--- src/mcf_pkg.sv ---
// Types and constants shared by the match confirmation filter modules.
`timescale 1ns / 1ps
package mcf_pkg;

   localparam int SONG_W   = 16;
   localparam int CONF_W   = 16;
   localparam int OFFSET_W = 32;
   localparam int VOTE_W   = 15;
   localparam int SUM_W    = 20;
   localparam int TICK_W   = 6;
   localparam int EVENT_W  = 3;
   localparam int CSR_W    = 20;
   localparam int CSR_IDX_W = 3;

   localparam logic [EVENT_W-1:0] EV_NO_MATCH  = 3'd0;
   localparam logic [EVENT_W-1:0] EV_NOISE     = 3'd1;
   localparam logic [EVENT_W-1:0] EV_NONE      = 3'd2;
   localparam logic [EVENT_W-1:0] EV_TENTATIVE = 3'd3;
   localparam logic [EVENT_W-1:0] EV_MIX_HOLD  = 3'd4;
   localparam logic [EVENT_W-1:0] EV_CONFIRMED = 3'd5;

   localparam logic [CSR_IDX_W-1:0] CSR_NOISE_FLOOR      = 3'd0;
   localparam logic [CSR_IDX_W-1:0] CSR_FIRST_ACCEPT     = 3'd1;
   localparam logic [CSR_IDX_W-1:0] CSR_SWITCH_ACCEPT    = 3'd2;
   localparam logic [CSR_IDX_W-1:0] CSR_FORCE_SWITCH     = 3'd3;
   localparam logic [CSR_IDX_W-1:0] CSR_BREAK_LIMIT      = 3'd4;
   localparam logic [CSR_IDX_W-1:0] CSR_OFFSET_TOLERANCE = 3'd5;
   localparam logic [CSR_IDX_W-1:0] CSR_EVIDENCE_STREAK  = 3'd6;
   localparam logic [CSR_IDX_W-1:0] CSR_EVIDENCE_VOTES   = 3'd7;

   localparam logic [15:0] RST_NOISE_FLOOR      = 16'd6554;
   localparam logic [15:0] RST_FIRST_ACCEPT     = 16'd32768;
   localparam logic [15:0] RST_SWITCH_ACCEPT    = 16'd39322;
   localparam logic [15:0] RST_FORCE_SWITCH     = 16'd55706;
   localparam logic [3:0]  RST_BREAK_LIMIT      = 4'd2;
   localparam logic [19:0] RST_OFFSET_TOLERANCE = 20'd3277;
   localparam logic [5:0]  RST_EVIDENCE_STREAK  = 6'd3;
   localparam logic [19:0] RST_EVIDENCE_VOTES   = 20'd30;

   typedef struct packed {
      logic                       matched;
      logic [SONG_W-1:0]          song_id;
      logic [CONF_W-1:0]          confidence;
      logic signed [OFFSET_W-1:0] offset;
      logic signed [15:0]         aligned_votes;
   } mcf_req_type;

   typedef struct packed {
      logic [EVENT_W-1:0]         event_res;
      logic [SONG_W-1:0]          song_out;
      logic [CONF_W-1:0]          confidence_out;
      logic signed [OFFSET_W-1:0] offset_out;
      logic [TICK_W-1:0]          streak_ticks;
      logic [SUM_W-1:0]           streak_votes;
      logic                       evidence_confirmed;
      logic [SUM_W-1:0]           evidence_total;
      logic                       force_confirmed;
   } mcf_rsp_type;

   typedef struct packed {
      logic [15:0] noise_floor;
      logic [15:0] first_accept;
      logic [15:0] switch_accept;
      logic [15:0] force_switch;
      logic [3:0]  break_limit;
      logic [19:0] offset_tolerance;
      logic [5:0]  evidence_streak;
      logic [19:0] evidence_votes;
   } mcf_cfg_type;

   // A classified match result as handed from the front to the back.
   typedef struct packed {
      logic                       matched;
      logic [SONG_W-1:0]          song_id;
      logic [CONF_W-1:0]          confidence;
      logic signed [OFFSET_W-1:0] offset;
      logic [VOTE_W-1:0]          votes;
      logic                       is_noise;
      logic                       below_first;
      logic                       below_switch;
      logic                       reach_force;
   } mcf_cmd_type;

   typedef struct packed {
      logic signed [OFFSET_W-1:0] offset;
      logic [VOTE_W-1:0]          votes;
   } mcf_hist_type;

   typedef struct packed {
      logic              done;
      logic [TICK_W-1:0] ticks;
      logic [SUM_W-1:0]  votes;
   } mcf_clu_rsp_type;

endpackage

--- src/mcf_front.sv ---
// Front end: accepts match words, classifies them and queues them for the back end.
`timescale 1ns / 1ps
module mcf_front
   import mcf_pkg::*;
(
   input  logic        clock,
   input  logic        reset,
   input  mcf_cfg_type cfg,
   input  logic        req_valid,
   output logic        req_stall,
   input  mcf_req_type req_word,
   output logic        cmd_valid,
   output mcf_cmd_type cmd,
   input  logic        cmd_pop
);

   mcf_cmd_type queue_ff [2];
   logic        wr_ptr_ff, wr_ptr_in;
   logic        rd_ptr_ff, rd_ptr_in;
   logic [1:0]  count_ff, count_in;
   logic        push;
   mcf_cmd_type cls;

   assign req_stall = (count_ff == 2'd2);
   assign push      = req_valid && !req_stall;
   assign cmd_valid = (count_ff != 2'd0);
   assign cmd       = queue_ff[rd_ptr_ff];

   always_comb begin
      cls.matched      = req_word.matched;
      cls.song_id      = req_word.song_id;
      cls.confidence   = req_word.confidence;
      cls.offset       = req_word.offset;
      cls.votes        = req_word.aligned_votes[15] ? '0 : req_word.aligned_votes[VOTE_W-1:0];
      cls.is_noise     = req_word.confidence < cfg.noise_floor;
      cls.below_first  = req_word.confidence < cfg.first_accept;
      cls.below_switch = req_word.confidence < cfg.switch_accept;
      cls.reach_force  = req_word.confidence >= cfg.force_switch;
   end

   always_comb begin
      wr_ptr_in = push ? !wr_ptr_ff : wr_ptr_ff;
      rd_ptr_in = cmd_pop ? !rd_ptr_ff : rd_ptr_ff;
      count_in  = count_ff + 2'(push) - 2'(cmd_pop);
   end

   always_ff @(posedge clock) begin
      if (reset) begin
         wr_ptr_ff <= 1'b0;
         rd_ptr_ff <= 1'b0;
         count_ff  <= 2'd0;
      end else begin
         wr_ptr_ff <= wr_ptr_in;
         rd_ptr_ff <= rd_ptr_in;
         count_ff  <= count_in;
      end
   end

   always_ff @(posedge clock) begin
      if (push) begin
         queue_ff[wr_ptr_ff] <= cls;
      end
   end

endmodule

--- src/mcf_cluster.sv ---
// History memory and serial all-pairs offset clustering unit.
`timescale 1ns / 1ps
module mcf_cluster
   import mcf_pkg::*;
#(
   parameter int WINDOW = 8
)
(
   input  logic                     clock,
   input  logic                     reset,
   input  logic [19:0]              tolerance,
   input  logic                     hist_wr_en,
   input  logic [$clog2(WINDOW)-1:0] hist_wr_addr,
   input  mcf_hist_type             hist_wr_data,
   input  logic                     start,
   input  logic [$clog2(WINDOW)-1:0] start_head,
   input  logic [$clog2(WINDOW+1)-1:0] start_fill,
   output mcf_clu_rsp_type          result
);

   localparam int AW = $clog2(WINDOW);
   localparam int CW = $clog2(WINDOW + 1);
   localparam int PW = AW + 1;

   mcf_hist_type hist_mem [WINDOW];

   logic              busy_ff, busy_in;
   logic [AW-1:0]     first_ff, first_in;
   logic [AW-1:0]     ai_ff, ai_in;
   logic [AW-1:0]     bj_ff, bj_in;
   logic [AW-1:0]     i_ff, i_in;
   logic [AW-1:0]     j_ff, j_in;
   logic [CW-1:0]     n_ff, n_in;
   mcf_hist_type      rd_a_ff, rd_b_ff;
   logic              pv_ff, pv_in;
   logic              plast_ff, plast_in;
   logic              pfinal_ff, pfinal_in;
   logic [SUM_W-1:0]  acc_v_ff, acc_v_in;
   logic [TICK_W-1:0] acc_n_ff, acc_n_in;
   logic [SUM_W-1:0]  best_v_ff, best_v_in;
   logic [TICK_W-1:0] best_n_ff, best_n_in;
   logic              done_ff, done_in;

   logic [PW-1:0]     first_sum;
   logic              last_j, last_i;
   logic signed [OFFSET_W:0] diff;
   logic signed [OFFSET_W:0] tol_pos;
   logic signed [OFFSET_W:0] tol_neg;
   logic              hit;
   logic [SUM_W-1:0]  v_next;
   logic [TICK_W-1:0] n_next;

   function automatic logic [AW-1:0] wrap_inc(input logic [AW-1:0] p);
      return (p == AW'(WINDOW - 1)) ? '0 : p + AW'(1);
   endfunction

   assign result.done  = done_ff;
   assign result.ticks = best_n_ff;
   assign result.votes = best_v_ff;

   always_comb begin
      first_sum = PW'(start_head) + PW'(WINDOW) - PW'(start_fill);
      if (first_sum >= PW'(WINDOW)) begin
         first_sum = first_sum - PW'(WINDOW);
      end
      last_j = (CW'(j_ff) == n_ff - CW'(1));
      last_i = (CW'(i_ff) == n_ff - CW'(1));
      diff    = 33'(rd_b_ff.offset) - 33'(rd_a_ff.offset);
      tol_pos = $signed({13'd0, tolerance});
      tol_neg = -tol_pos;
      hit     = (diff <= tol_pos) && (diff >= tol_neg);
      v_next  = acc_v_ff + (hit ? SUM_W'(rd_b_ff.votes) : '0);
      n_next  = acc_n_ff + TICK_W'(hit);
   end

   // The done flag stays high from the end of a pass until the next start.
   always_comb begin
      busy_in   = busy_ff;
      first_in  = first_ff;
      ai_in     = ai_ff;
      bj_in     = bj_ff;
      i_in      = i_ff;
      j_in      = j_ff;
      n_in      = n_ff;
      pv_in     = 1'b0;
      plast_in  = 1'b0;
      pfinal_in = 1'b0;
      acc_v_in  = acc_v_ff;
      acc_n_in  = acc_n_ff;
      best_v_in = best_v_ff;
      best_n_in = best_n_ff;
      done_in   = done_ff;
      if (start) begin
         busy_in   = 1'b1;
         first_in  = first_sum[AW-1:0];
         ai_in     = first_sum[AW-1:0];
         bj_in     = first_sum[AW-1:0];
         i_in      = '0;
         j_in      = '0;
         n_in      = start_fill;
         acc_v_in  = '0;
         acc_n_in  = '0;
         best_v_in = '0;
         best_n_in = '0;
         done_in   = 1'b0;
      end else if (busy_ff) begin
         pv_in     = 1'b1;
         plast_in  = last_j;
         pfinal_in = last_j && last_i;
         if (last_j) begin
            j_in  = '0;
            bj_in = first_ff;
            i_in  = i_ff + AW'(1);
            ai_in = wrap_inc(ai_ff);
            if (last_i) begin
               busy_in = 1'b0;
            end
         end else begin
            j_in  = j_ff + AW'(1);
            bj_in = wrap_inc(bj_ff);
         end
      end
      if (pv_ff) begin
         acc_v_in = v_next;
         acc_n_in = n_next;
         if (plast_ff) begin
            acc_v_in = '0;
            acc_n_in = '0;
            if (v_next > best_v_ff) begin
               best_v_in = v_next;
               best_n_in = n_next;
            end
         end
         if (pfinal_ff) begin
            done_in = 1'b1;
         end
      end
   end

   always_ff @(posedge clock) begin
      if (reset) begin
         busy_ff   <= 1'b0;
         pv_ff     <= 1'b0;
         plast_ff  <= 1'b0;
         pfinal_ff <= 1'b0;
         done_ff   <= 1'b0;
         ai_ff     <= '0;
         bj_ff     <= '0;
      end else begin
         busy_ff   <= busy_in;
         pv_ff     <= pv_in;
         plast_ff  <= plast_in;
         pfinal_ff <= pfinal_in;
         done_ff   <= done_in;
         ai_ff     <= ai_in;
         bj_ff     <= bj_in;
      end
   end

   always_ff @(posedge clock) begin
      first_ff  <= first_in;
      i_ff      <= i_in;
      j_ff      <= j_in;
      n_ff      <= n_in;
      acc_v_ff  <= acc_v_in;
      acc_n_ff  <= acc_n_in;
      best_v_ff <= best_v_in;
      best_n_ff <= best_n_in;
   end

   always_ff @(posedge clock) begin
      if (hist_wr_en) begin
         hist_mem[hist_wr_addr] <= hist_wr_data;
      end
      rd_a_ff <= hist_mem[ai_ff];
      rd_b_ff <= hist_mem[bj_ff];
   end

endmodule

--- src/mcf_back.sv ---
// Back end: candidate and confirmation state, history updates and the result register.
`timescale 1ns / 1ps
module mcf_back
   import mcf_pkg::*;
#(
   parameter int WINDOW     = 8,
   parameter int HOLD_TICKS = 8
)
(
   input  logic                        clock,
   input  logic                        reset,
   input  mcf_cfg_type                 cfg,
   input  logic                        cmd_valid,
   input  mcf_cmd_type                 cmd,
   output logic                        cmd_pop,
   output logic                        hist_wr_en,
   output logic [$clog2(WINDOW)-1:0]   hist_wr_addr,
   output mcf_hist_type                hist_wr_data,
   output logic                        clu_start,
   output logic [$clog2(WINDOW)-1:0]   clu_head,
   output logic [$clog2(WINDOW+1)-1:0] clu_fill,
   input  mcf_clu_rsp_type             clu_result,
   output logic                        rsp_valid,
   input  logic                        rsp_stall,
   output mcf_rsp_type                 rsp_word
);

   localparam int AW = $clog2(WINDOW);
   localparam int CW = $clog2(WINDOW + 1);

   localparam logic ST_IDLE    = 1'b0;
   localparam logic ST_CLUSTER = 1'b1;

   typedef struct packed {
      logic              ten_v;
      logic [SONG_W-1:0] ten_song;
      logic [7:0]        hold;
      logic              brk_v;
      logic [SONG_W-1:0] brk_song;
      logic [3:0]        brk_cnt;
      logic [CW-1:0]     fill;
      logic [AW-1:0]     head;
   } cand_type;

   logic              state_ff, state_in;
   logic              cur_v_ff, cur_v_in;
   logic [SONG_W-1:0] cur_song_ff, cur_song_in;
   cand_type          cand_ff, cand_in;
   mcf_cmd_type       item_ff, item_in;
   mcf_rsp_type       rsp_ff, rsp_in;
   logic              rsp_valid_ff, rsp_valid_in;

   logic              out_free;
   logic              is_cur;
   logic              below_gate;
   logic              feed;
   logic              confirm;
   cand_type          c;
   mcf_rsp_type       r;

   function automatic cand_type drop(input cand_type x);
      cand_type y;
      y = x;
      y.ten_v    = 1'b0;
      y.ten_song = '0;
      y.hold     = '0;
      y.brk_v    = 1'b0;
      y.brk_song = '0;
      y.brk_cnt  = '0;
      y.fill     = '0;
      y.head     = '0;
      return y;
   endfunction

   function automatic cand_type age(input cand_type x);
      cand_type y;
      y = x;
      if (x.ten_v) begin
         if (x.hold <= 8'd1) begin
            y = drop(x);
         end else begin
            y.hold = x.hold - 8'd1;
         end
      end
      return y;
   endfunction

   assign rsp_valid = rsp_valid_ff;
   assign rsp_word  = rsp_ff;
   assign out_free  = !rsp_valid_ff || !rsp_stall;
   assign is_cur    = cur_v_ff && (cmd.song_id == cur_song_ff);
   assign below_gate = cur_v_ff ? cmd.below_switch : cmd.below_first;
   assign confirm   = (clu_result.ticks >= cfg.evidence_streak)
                      && (clu_result.votes >= cfg.evidence_votes);

   always_comb begin
      state_in     = state_ff;
      cur_v_in     = cur_v_ff;
      cur_song_in  = cur_song_ff;
      cand_in      = cand_ff;
      item_in      = item_ff;
      rsp_in       = rsp_ff;
      rsp_valid_in = rsp_valid_ff && rsp_stall;
      cmd_pop      = 1'b0;
      hist_wr_en   = 1'b0;
      hist_wr_addr = cand_ff.head;
      hist_wr_data.offset = cmd.offset;
      hist_wr_data.votes  = cmd.votes;
      clu_start    = 1'b0;
      clu_head     = cand_ff.head;
      clu_fill     = cand_ff.fill;
      feed         = 1'b0;
      c            = cand_ff;
      r            = '0;
      case (state_ff)
         ST_IDLE: begin
            if (cmd_valid && out_free) begin
               cmd_pop          = 1'b1;
               r.song_out       = cmd.song_id;
               r.confidence_out = cmd.confidence;
               r.offset_out     = cmd.offset;
               if (!cmd.matched) begin
                  c = age(c);
                  r.event_res = EV_NO_MATCH;
               end else if (cmd.is_noise) begin
                  c = age(c);
                  r.event_res = EV_NOISE;
               end else if (below_gate) begin
                  r.event_res = EV_NONE;
                  feed = 1'b1;
                  if (is_cur) begin
                     c = age(c);
                     feed = 1'b0;
                  end else if (!c.ten_v) begin
                     c.ten_v    = 1'b1;
                     c.ten_song = cmd.song_id;
                     c.brk_v    = 1'b0;
                     c.brk_song = '0;
                     c.brk_cnt  = '0;
                  end else if (cmd.song_id == c.ten_song) begin
                     c.brk_v    = 1'b0;
                     c.brk_song = '0;
                     c.brk_cnt  = '0;
                  end else begin
                     if (c.brk_v && (cmd.song_id == c.brk_song)) begin
                        if (c.brk_cnt != 4'hF) begin
                           c.brk_cnt = c.brk_cnt + 4'd1;
                        end
                     end else begin
                        c.brk_v    = 1'b1;
                        c.brk_song = cmd.song_id;
                        c.brk_cnt  = 4'd1;
                     end
                     if (c.brk_cnt >= cfg.break_limit) begin
                        c = drop(c);
                        c.ten_v    = 1'b1;
                        c.ten_song = cmd.song_id;
                     end else begin
                        c = age(c);
                        feed = 1'b0;
                     end
                  end
                  if (feed) begin
                     c.hold       = 8'(HOLD_TICKS);
                     hist_wr_en   = 1'b1;
                     hist_wr_addr = c.head;
                     c.head = (c.head == AW'(WINDOW - 1)) ? '0 : c.head + AW'(1);
                     if (c.fill < CW'(WINDOW)) begin
                        c.fill = c.fill + CW'(1);
                     end
                     clu_start = 1'b1;
                     clu_head  = c.head;
                     clu_fill  = c.fill;
                     item_in   = cmd;
                     state_in  = ST_CLUSTER;
                  end
               end else if (is_cur) begin
                  c = age(c);
                  r.event_res = EV_NONE;
               end else begin
                  r.force_confirmed = cmd.reach_force;
                  r.event_res       = EV_CONFIRMED;
                  cur_v_in    = 1'b1;
                  cur_song_in = cmd.song_id;
                  c = drop(c);
               end
               cand_in = c;
               if (!feed) begin
                  rsp_in       = r;
                  rsp_valid_in = 1'b1;
               end
            end
         end
         ST_CLUSTER: begin
            if (clu_result.done && out_free) begin
               r.song_out       = item_ff.song_id;
               r.confidence_out = item_ff.confidence;
               r.offset_out     = item_ff.offset;
               if (confirm) begin
                  r.event_res          = EV_CONFIRMED;
                  r.evidence_confirmed = 1'b1;
                  r.evidence_total     = clu_result.votes;
                  cur_v_in    = 1'b1;
                  cur_song_in = item_ff.song_id;
                  cand_in     = drop(cand_ff);
               end else begin
                  r.event_res    = cur_v_ff ? EV_MIX_HOLD : EV_TENTATIVE;
                  r.streak_ticks = clu_result.ticks;
                  r.streak_votes = clu_result.votes;
               end
               rsp_in       = r;
               rsp_valid_in = 1'b1;
               state_in     = ST_IDLE;
            end
         end
         default: begin
            state_in = ST_IDLE;
         end
      endcase
   end

   always_ff @(posedge clock) begin
      if (reset) begin
         state_ff     <= ST_IDLE;
         cur_v_ff     <= 1'b0;
         cur_song_ff  <= '0;
         cand_ff      <= '0;
         rsp_valid_ff <= 1'b0;
      end else begin
         state_ff     <= state_in;
         cur_v_ff     <= cur_v_in;
         cur_song_ff  <= cur_song_in;
         cand_ff      <= cand_in;
         rsp_valid_ff <= rsp_valid_in;
      end
   end

   always_ff @(posedge clock) begin
      item_ff <= item_in;
      rsp_ff  <= rsp_in;
   end

endmodule

--- src/match_confirmation_filter_core.sv ---
// Top level of the match confirmation filter: register file, front end, back end and clustering.
`timescale 1ns / 1ps
// Takes one fingerprint match word at a time and returns one result word for it. A word that
// does not add to the clustered evidence has its result offered from the result register once
// the back end takes it from the queue; a word that enters the offset history waits for the
// serial clustering unit, which compares one pair of history entries per cycle over all
// fill * fill pairs of the history. Stalls on the result side hold a finished result in the
// result register. A two-word queue sits between the front and back ends, and the queue lets
// the next word be accepted while a finished result is still held. Registers may be written
// only while no word is in flight.
module match_confirmation_filter_core
   import mcf_pkg::*;
#(
   parameter int WINDOW     = 8,
   parameter int HOLD_TICKS = 8
)
(
   input  logic                 clock,
   input  logic                 reset,
   input  logic                 req_valid,
   output logic                 req_stall,
   input  mcf_req_type          req_word,
   output logic                 rsp_valid,
   input  logic                 rsp_stall,
   output mcf_rsp_type          rsp_word,
   input  logic                 csr_write_en,
   input  logic [CSR_IDX_W-1:0] csr_index,
   input  logic [CSR_W-1:0]     csr_wdata
);

   localparam int AW = $clog2(WINDOW);
   localparam int CW = $clog2(WINDOW + 1);

   mcf_cfg_type     cfg_ff, cfg_in;
   logic            cmd_valid;
   mcf_cmd_type     cmd;
   logic            cmd_pop;
   logic            hist_wr_en;
   logic [AW-1:0]   hist_wr_addr;
   mcf_hist_type    hist_wr_data;
   logic            clu_start;
   logic [AW-1:0]   clu_head;
   logic [CW-1:0]   clu_fill;
   mcf_clu_rsp_type clu_result;

   always_comb begin
      cfg_in = cfg_ff;
      if (csr_write_en) begin
         case (csr_index)
            CSR_NOISE_FLOOR:      cfg_in.noise_floor      = csr_wdata[15:0];
            CSR_FIRST_ACCEPT:     cfg_in.first_accept     = csr_wdata[15:0];
            CSR_SWITCH_ACCEPT:    cfg_in.switch_accept    = csr_wdata[15:0];
            CSR_FORCE_SWITCH:     cfg_in.force_switch     = csr_wdata[15:0];
            CSR_BREAK_LIMIT:      cfg_in.break_limit      = csr_wdata[3:0];
            CSR_OFFSET_TOLERANCE: cfg_in.offset_tolerance = csr_wdata[19:0];
            CSR_EVIDENCE_STREAK:  cfg_in.evidence_streak  = csr_wdata[5:0];
            CSR_EVIDENCE_VOTES:   cfg_in.evidence_votes   = csr_wdata[19:0];
            default: begin
               cfg_in = cfg_ff;
            end
         endcase
      end
   end

   always_ff @(posedge clock) begin
      if (reset) begin
         cfg_ff.noise_floor      <= RST_NOISE_FLOOR;
         cfg_ff.first_accept     <= RST_FIRST_ACCEPT;
         cfg_ff.switch_accept    <= RST_SWITCH_ACCEPT;
         cfg_ff.force_switch     <= RST_FORCE_SWITCH;
         cfg_ff.break_limit      <= RST_BREAK_LIMIT;
         cfg_ff.offset_tolerance <= RST_OFFSET_TOLERANCE;
         cfg_ff.evidence_streak  <= RST_EVIDENCE_STREAK;
         cfg_ff.evidence_votes   <= RST_EVIDENCE_VOTES;
      end else begin
         cfg_ff <= cfg_in;
      end
   end

   mcf_front u_front (
      .clock     (clock),
      .reset     (reset),
      .cfg       (cfg_ff),
      .req_valid (req_valid),
      .req_stall (req_stall),
      .req_word  (req_word),
      .cmd_valid (cmd_valid),
      .cmd       (cmd),
      .cmd_pop   (cmd_pop)
   );

   mcf_cluster #(
      .WINDOW (WINDOW)
   ) u_cluster (
      .clock        (clock),
      .reset        (reset),
      .tolerance    (cfg_ff.offset_tolerance),
      .hist_wr_en   (hist_wr_en),
      .hist_wr_addr (hist_wr_addr),
      .hist_wr_data (hist_wr_data),
      .start        (clu_start),
      .start_head   (clu_head),
      .start_fill   (clu_fill),
      .result       (clu_result)
   );

   mcf_back #(
      .WINDOW     (WINDOW),
      .HOLD_TICKS (HOLD_TICKS)
   ) u_back (
      .clock        (clock),
      .reset        (reset),
      .cfg          (cfg_ff),
      .cmd_valid    (cmd_valid),
      .cmd          (cmd),
      .cmd_pop      (cmd_pop),
      .hist_wr_en   (hist_wr_en),
      .hist_wr_addr (hist_wr_addr),
      .hist_wr_data (hist_wr_data),
      .clu_start    (clu_start),
      .clu_head     (clu_head),
      .clu_fill     (clu_fill),
      .clu_result   (clu_result),
      .rsp_valid    (rsp_valid),
      .rsp_stall    (rsp_stall),
      .rsp_word     (rsp_word)
   );

endmodule

--- config.mk ---
export PLATFORM = sky130hd
export DESIGN_NAME = match_confirmation_filter_core
export DESIGN_NICKNAME = d
export VERILOG_FILES = /design/src/mcf_pkg.sv /design/src/mcf_front.sv /design/src/mcf_cluster.sv /design/src/mcf_back.sv /design/src/match_confirmation_filter_core.sv
export SDC_FILE = /design/constraint.sdc
export NUM_CORES = 2
export LEC_CHECK = 0
export ABC_CLOCK_PERIOD_IN_PS = 14780
export BUFFER_PORTS_ARGS = -buffer_cell sky130_fd_sc_hd__buf_2
export CAP_MARGIN = 30
export CELL_PAD_IN_SITES_DETAIL_PLACEMENT = 0
export CELL_PAD_IN_SITES_GLOBAL_PLACEMENT = 1
export CORE_MARGIN = 2
export CORE_UTILIZATION = 35
export CTS_CLUSTER_SIZE = 20
export DETAILED_ROUTE_END_ITERATION = 6
export HOLD_SLACK_MARGIN = 0.08
export PLACE_DENSITY = 0.62
export SLEW_MARGIN = 0
export SYNTH_ARGS = -nofsm -noshare
export SYNTH_HDL_FRONTEND = slang
export SYNTH_HIERARCHICAL = 1
export SYNTH_SLANG_ARGS = --single-unit
--- constraint.sdc ---
create_clock -name clock -period 14.78 [get_ports clock]
set_input_delay 2.956 -clock clock [delete_from_list [all_inputs] [get_ports clock]]
set_output_delay 2.956 -clock clock [all_outputs]
set_load 0.05 [all_outputs]
### Word level (Yosys, flattened, before mapping)

Memories as Yosys holds them, arrays and structs flattened. A register that Yosys moved wholly into a read port is not among the register bits.
Cells that the tools add are included.

| cells by class | value |
|---|---|
| mux-type cells | 161 |
| reduce and logical (&&, ||, !) cells | 39 |
| add/subtract/negate cells | 18 |
| bitwise logic cells | 3 |
| magnitude comparators | 13 |
| equality and inequality tests | 29 |

Operators by type and width:

| cell | count |
|---|---|
| $mux 53 | 15 |
| $mux 115 | 3 |
| $pmux 115 s2 | 1 |
| $mux 20 | 7 |
| $mux 16 | 7 |
| $pmux 53 s2 | 1 |
| $mux 3 | 29 |
| $mux 4 | 17 |
| $mux 21 | 3 |
| $mux 28 | 2 |
| $mux 1 | 52 |
| $mux 17 | 3 |
| $eq 16x16->1 | 3 |
| $lt 16x16->1 | 3 |
| $mux 6 | 7 |
| $ge 33x33->1 | 1 |
| $le 33x21->1 | 1 |
| $neg 20->33 | 1 |
| $sub 32x32->33 | 1 |
| $pmux 16 s2 | 1 |
| $mux 15 | 2 |
| $mux 26 | 1 |
| $mux 25 | 1 |
| $mux 8 | 3 |
| 45 further kinds | 98 |

| word-level totals | value |
|---|---|
| bits in registers | 445 |
| RAM bits | 544 |
| memories kept | 2 |
| logic and storage cells | 315 |

Memories:

| memory | words | width | read ports | clocked after memory_dff | write ports | RTL line | RTL |
|---|---|---|---|---|---|---|---|
| u_cluster.hist_mem | 8 | 47 | 2 | 2 | 1 | mcf_cluster.sv:25 | `mcf_hist_type hist_mem [WINDOW];` |
| u_front.queue_ff | 2 | 84 | 1 | 1 | 1 | mcf_front.sv:17 | `mcf_cmd_type queue_ff [2];` |

### Depth between registers and ports, before layout

| logic depth | value |
|---|---|
| depth after elaboration | 34 |
| gate-level depth with buffers | 43 |
| gate-level depth less buffers | 42 |

### Hierarchy

Netlist, hierarchy kept.

By module, submodules not included:

| module | times used | seq. area each (um^2) | cells an instance | area an instance (um^2) |
|---|---|---|---|---|
| mcf_cluster | 1 | 14724.1 | 1724 | 25655.9 |
| mcf_back | 1 | 6816.5 | 921 | 11696.2 |
| mcf_front | 1 | 5144.9 | 511 | 7875.1 |
| match_confirmation_filter_core | 1 | 2282.2 | 418 | 4488.1 |

### Worst setup path before layout

No wires, ideal clock.

| timing | value |
|---|---|
| kind | register to register |
| from | register (tool-made name) |
| to | register u_back.rsp_ff (netlist bit u_back/rsp_word[0]), enable pin |
| required time | 14153 ps |
| library setup time | 627 ps |
| buffers on the path | 4 |
| period minus slack after synthesis | 9838 ps |
| path slack | 4942 ps |
| stages on the path, launching flop included | 18 |
| arrival time | 9211 ps |
| cell sequence | dfxtp_1 clkbuf_1 buf_2 mux2_2 clkbuf_1 xnor2_1 nand4_1 nor4_1 nand3_1 nor2_1 ha_1 nand2b_1 a21oi_1 o21ai_0 nor3b_2 clkbuf_1 nor3_1 a21oi_1 |

RTL lines:

| what | RTL line | RTL |
|---|---|---|
| end signal, assigned | mcf_back.sv:240 | `rsp_ff <= rsp_in;` |
| end, declared | mcf_back.sv:50 | `mcf_rsp_type rsp_ff, rsp_in;` |

### Final worst setup path

| timing | value |
|---|---|
| from | register cfg_ff[28] in the netlist's numbering |
| to | register u_cluster.best_n_ff[1] |

| between the ends | value |
|---|---|
| word-level cells in the longest chain between the ends | 9 |
| elaborated cells on any way between the ends | 11 |
| those cells by class | add/sub (3); order compare (3); mux (4); reduce/logical (1) |

RTL lines:

| what | RTL line | RTL |
|---|---|---|
| start, declared | match_confirmation_filter_core.sv:34 | `mcf_cfg_type cfg_ff, cfg_in;` |
| start signal, assigned | match_confirmation_filter_core.sv:76 | `cfg_ff <= cfg_in;` |
| $neg 20->33 | mcf_cluster.sv:70 | `tol_neg = -tol_pos;` |
| $ge 33x33->1 | mcf_cluster.sv:71 | `hit = (diff <= tol_pos) && (diff >= tol_neg);` |
| $logic_and 1x1->1 * | mcf_cluster.sv:71 |  |
| $mux 15 * | mcf_cluster.sv:72 | `v_next = acc_v_ff + (hit ? SUM_W'(rd_b_ff.votes) : '0);` |
| $add 20x20->20 * | mcf_cluster.sv:72 |  |
| via u_cluster.v_next[10] | mcf_cluster.sv:50 | `logic [SUM_W-1:0] v_next;` |
| $gt 20x20->1 * | mcf_cluster.sv:129 | `if (v_next > best_v_ff) begin` |
| $mux 6 * | mcf_cluster.sv:129 |  |
| $mux 6 * | mcf_cluster.sv:126 | `if (plast_ff) begin` |
| $mux 6 * | mcf_cluster.sv:123 | `if (pv_ff) begin` |
| via u_cluster.best_n_in[1] | mcf_cluster.sv:41 | `logic [TICK_W-1:0] best_n_ff, best_n_in;` |
| end signal, assigned | mcf_cluster.sv:168 | `best_n_ff <= best_n_in;` |
| end, declared | mcf_cluster.sv:41 |  |

Mark *: on every way through the listed nets, which the timed path passes. The rest lies on a longest branch.
A chain may end at the register's enable or synchronous reset.

==> impl_metrics.toml <==
[status]
status = "finished, final reports clean"

[clocking]
numClockSinks = 1069
cts.path.max_buffers = 3
cts_resized = 0
path_clk_slew_ns = 0.06
clk_root_buffer_cell = "clkbuf_16"
numCtsBuffers = 118
h-tree-depth = 3
hold_buffers = 0
post_cts_buffers = 0
cts_tree = "yes"
clkLatencyLatePin_ns = 0.79

[timing]
relSlewSlack_pct = 21.3
min_period_ns = 9.22
tns_ns = 0
finClkSkew_ns = 0.0719
worst_slack_ns = 5.56
worstMarginPinSlew_ns = 1.17
rsz0062_at_grt = "false"
finalSetupViolCount = 0
finalMaxSlewViolations = 0
holdWs_ns = 0.452
fmax_mhz = 108
fin_crit_sh_pct = 62.4
hold_viol = 0

[floorplan]
die_area_sq_um = 145000
start_util_pct = 35.2
row_count = 138
die_w_microns = 381
pin_count = 226
core_area_sq_um = 141000
die_height_microns = 381

[synth]
syn_area_sq_um = 49700
synth_edf_count = 756
synth-seq-area-share_pct = 58.3
synthDominantCellAreaShare_pct = 45.7
synth_seq_cells = 1069
yosysUniqueCellTypes = 109
async_flop_share_pct = 0
syn_nets = 3914
synth_area_leaders = "edfxtp_1 (46%), dfxtp_1 (13%), mux4_2 (7.2%)"
synth_area_per_cell_sq_um = 13.9
synth_warnings = 6
postSynthCellCount = 3574
synth_top_area_cell = "edfxtp_1"
synthFlopType = "edfxtp_1"

[setup_path]
cpMaxStageDelayCell = "nor4_1"
critical_path_class = "reg2reg"
cp_common_cell = "a21oi_1"
max_stage_delay_ns = 0.73
required_ns = 15.42
worstSetupStartpointType = "flop"
arrival_ns = 9.86
crit_fanout = 17
crit_path_end_kind = "flop"
r2r_slack_ns = 5.56

[global_routing]
antenna_found_initial = 6
gr-total-overflow = 0
busiest_layer = "met2"
grt_util_met2_pct = 27.4
grt_pass1_wl_microns = 187000
grt_start_max_net_pins = 88
use_met1_pct = 24.0
grt_pass1_vias = 28900
met3_usage_pct = 2.41
grt.total_usage_pct = 16.9

[power_and_ir_drop]
leakage_uw = 0.0211
peakVddDrop_v = 0.000123
p_per_area_nw_per_um2 = 199

[drt]
drt_pass1_iterations = 5
wl_microns = 125000
antenna_left = 0
vias = 28800
wl_per_cell_microns = 21.6
drtIter0Drc = 1887
viasPerCell = 5.00
drc = 0

[placed_design]
dp_hpwl_microns = 82000
io_buffer_count = 225
place_ws_ns = 5.60
place.gp.congestion = 0.825

[layout]
areaGrowthSynthToFinish_pct = 14.2
fillCellCount = 13300
drive_gt1_share_pct = 23.9
seqCellArea_sq_um = 29000
multi_input_area_sq_um = 19000
nNetsFinal = 4097

[min_path]
hp-class = "reg2reg"

[run]
maxCapViolCount = 0
-- routing by layer --
layer / wire length, microns / vias up
li1: - / 13700
met1: 59400 / 14500
met2: 58400 / 523
met3: 4910 / 116
met4: 1870 / 0
met5: 0 / -
-- path summary, 6_finish.rpt --
check / startpoint / endpoint / cells after the start
max: cfg_ff[28] / u_cluster/best_n_ff[1] / 37
max reg2reg: cfg_ff[28] / u_cluster/best_n_ff[1] / 37
min: u_back/cand_ff[27] / u_back/cand_ff[27] / 1
min reg2reg: u_back/cand_ff[27] / u_back/cand_ff[27] / 1
-- area by class of cell --
type	count	share of cell area, %
flip-flops and latches	1069	51.1
multi-input cells	2077	33.4
clock buffers	159	5.68
well taps	1890	4.17
repair buffers	269	2.72
clock inverters	66	1.48
inverters	222	1.47
diodes	1	0.00441
-- report_power, final --
part,internal [uW],switching [uW],total [uW]
clock network,1770,1250,3020
registers,3850,256,4110
logic,1530,2660,4190
-- sequential cells by signal (all words and copies together) (netlist names), 20 cells and up, named ones only --
register,cells
cfg_ff,114
u_back/cand_ff,53
u_back/item_ff,64
u_back/rsp_word,115
u_cluster/acc_v_ff,20
u_cluster/best_v_ff,20
u_cluster/hist_mem,376
u_cluster/rd_a_ff,32
u_cluster/rd_b_ff,47
u_front/queue_ff,168
-- stage by stage --
step                      total power (uW)  util, %  instance area, sq um  cells
after floorplan                       7280        -                 49700   3574
after global placement                8380     37.2                 52600   5521
after detailed placement              8380     37.3                 52600   5524
after CTS                            11500     40.1                 56700   5749
after global routing                 12000     40.2                 56700   5752
final                                11300     40.2                 56800   5753
-- placed cells by master, fill, tap and decap left out, types with 104 or more instances in the layout --
master,Yosys,layout
mux4_2,158,158
nand2_1,104,104
a21oi_1,112,111
buf_2,32,224
edfxtp_1,756,756
nand2b_1,122,122
inv_1,219,219
nor2_1,218,211
mux2_2,236,236
dfxtp_1,313,305
mux2i_1,159,159
ha_1,228,228
clkbuf_16,0,119
-- cell usage after synthesis, drive strengths merged, types with 35 or more instances --
cell,count
a21o,37
a21oi,116
a22o,37
and2,58
buf,111
clkbuf,95
dfxtp,313
edfxtp,756
ha,228
inv,221
mux2,237
mux2i,159
mux4,158
nand2,105
nand2b,123
nand3,45
nand4,47
nor2,219
nor2b,38
nor3,35
o21ai,64
xnor2,74
xor2,51
-- cell families (layout without fill, tap and decap cells) --
kind of cell,count (synthesis),in the layout,synth area share (%)
AO/OA/AOI/OAI,398,398,5.60
multiplexers,554,554,15.7
buffers and inverters,428,716,3.88
adder cells (fa/ha/maj),231,231,5.86
flip-flops,1069,1069,58.3
other,0,1,0
AND/OR/NAND/NOR,769,769,8.46
XOR/XNOR,125,125,2.20
-- critical path: cells and delay by family, from the launching register on --
kind                       cells  cell delay (ns)
muxes                          1             0.37
buffers and inverters          3             0.57
and+or+nand+nor                9             2.63
AOI/OAI and AO/OA             19             3.76
xor gates and xnor gates       1             0.24
DFF                            1             0.35
adders and majority gates      4             1.17
No activity file was read; power rests on OpenSTA's default activity.
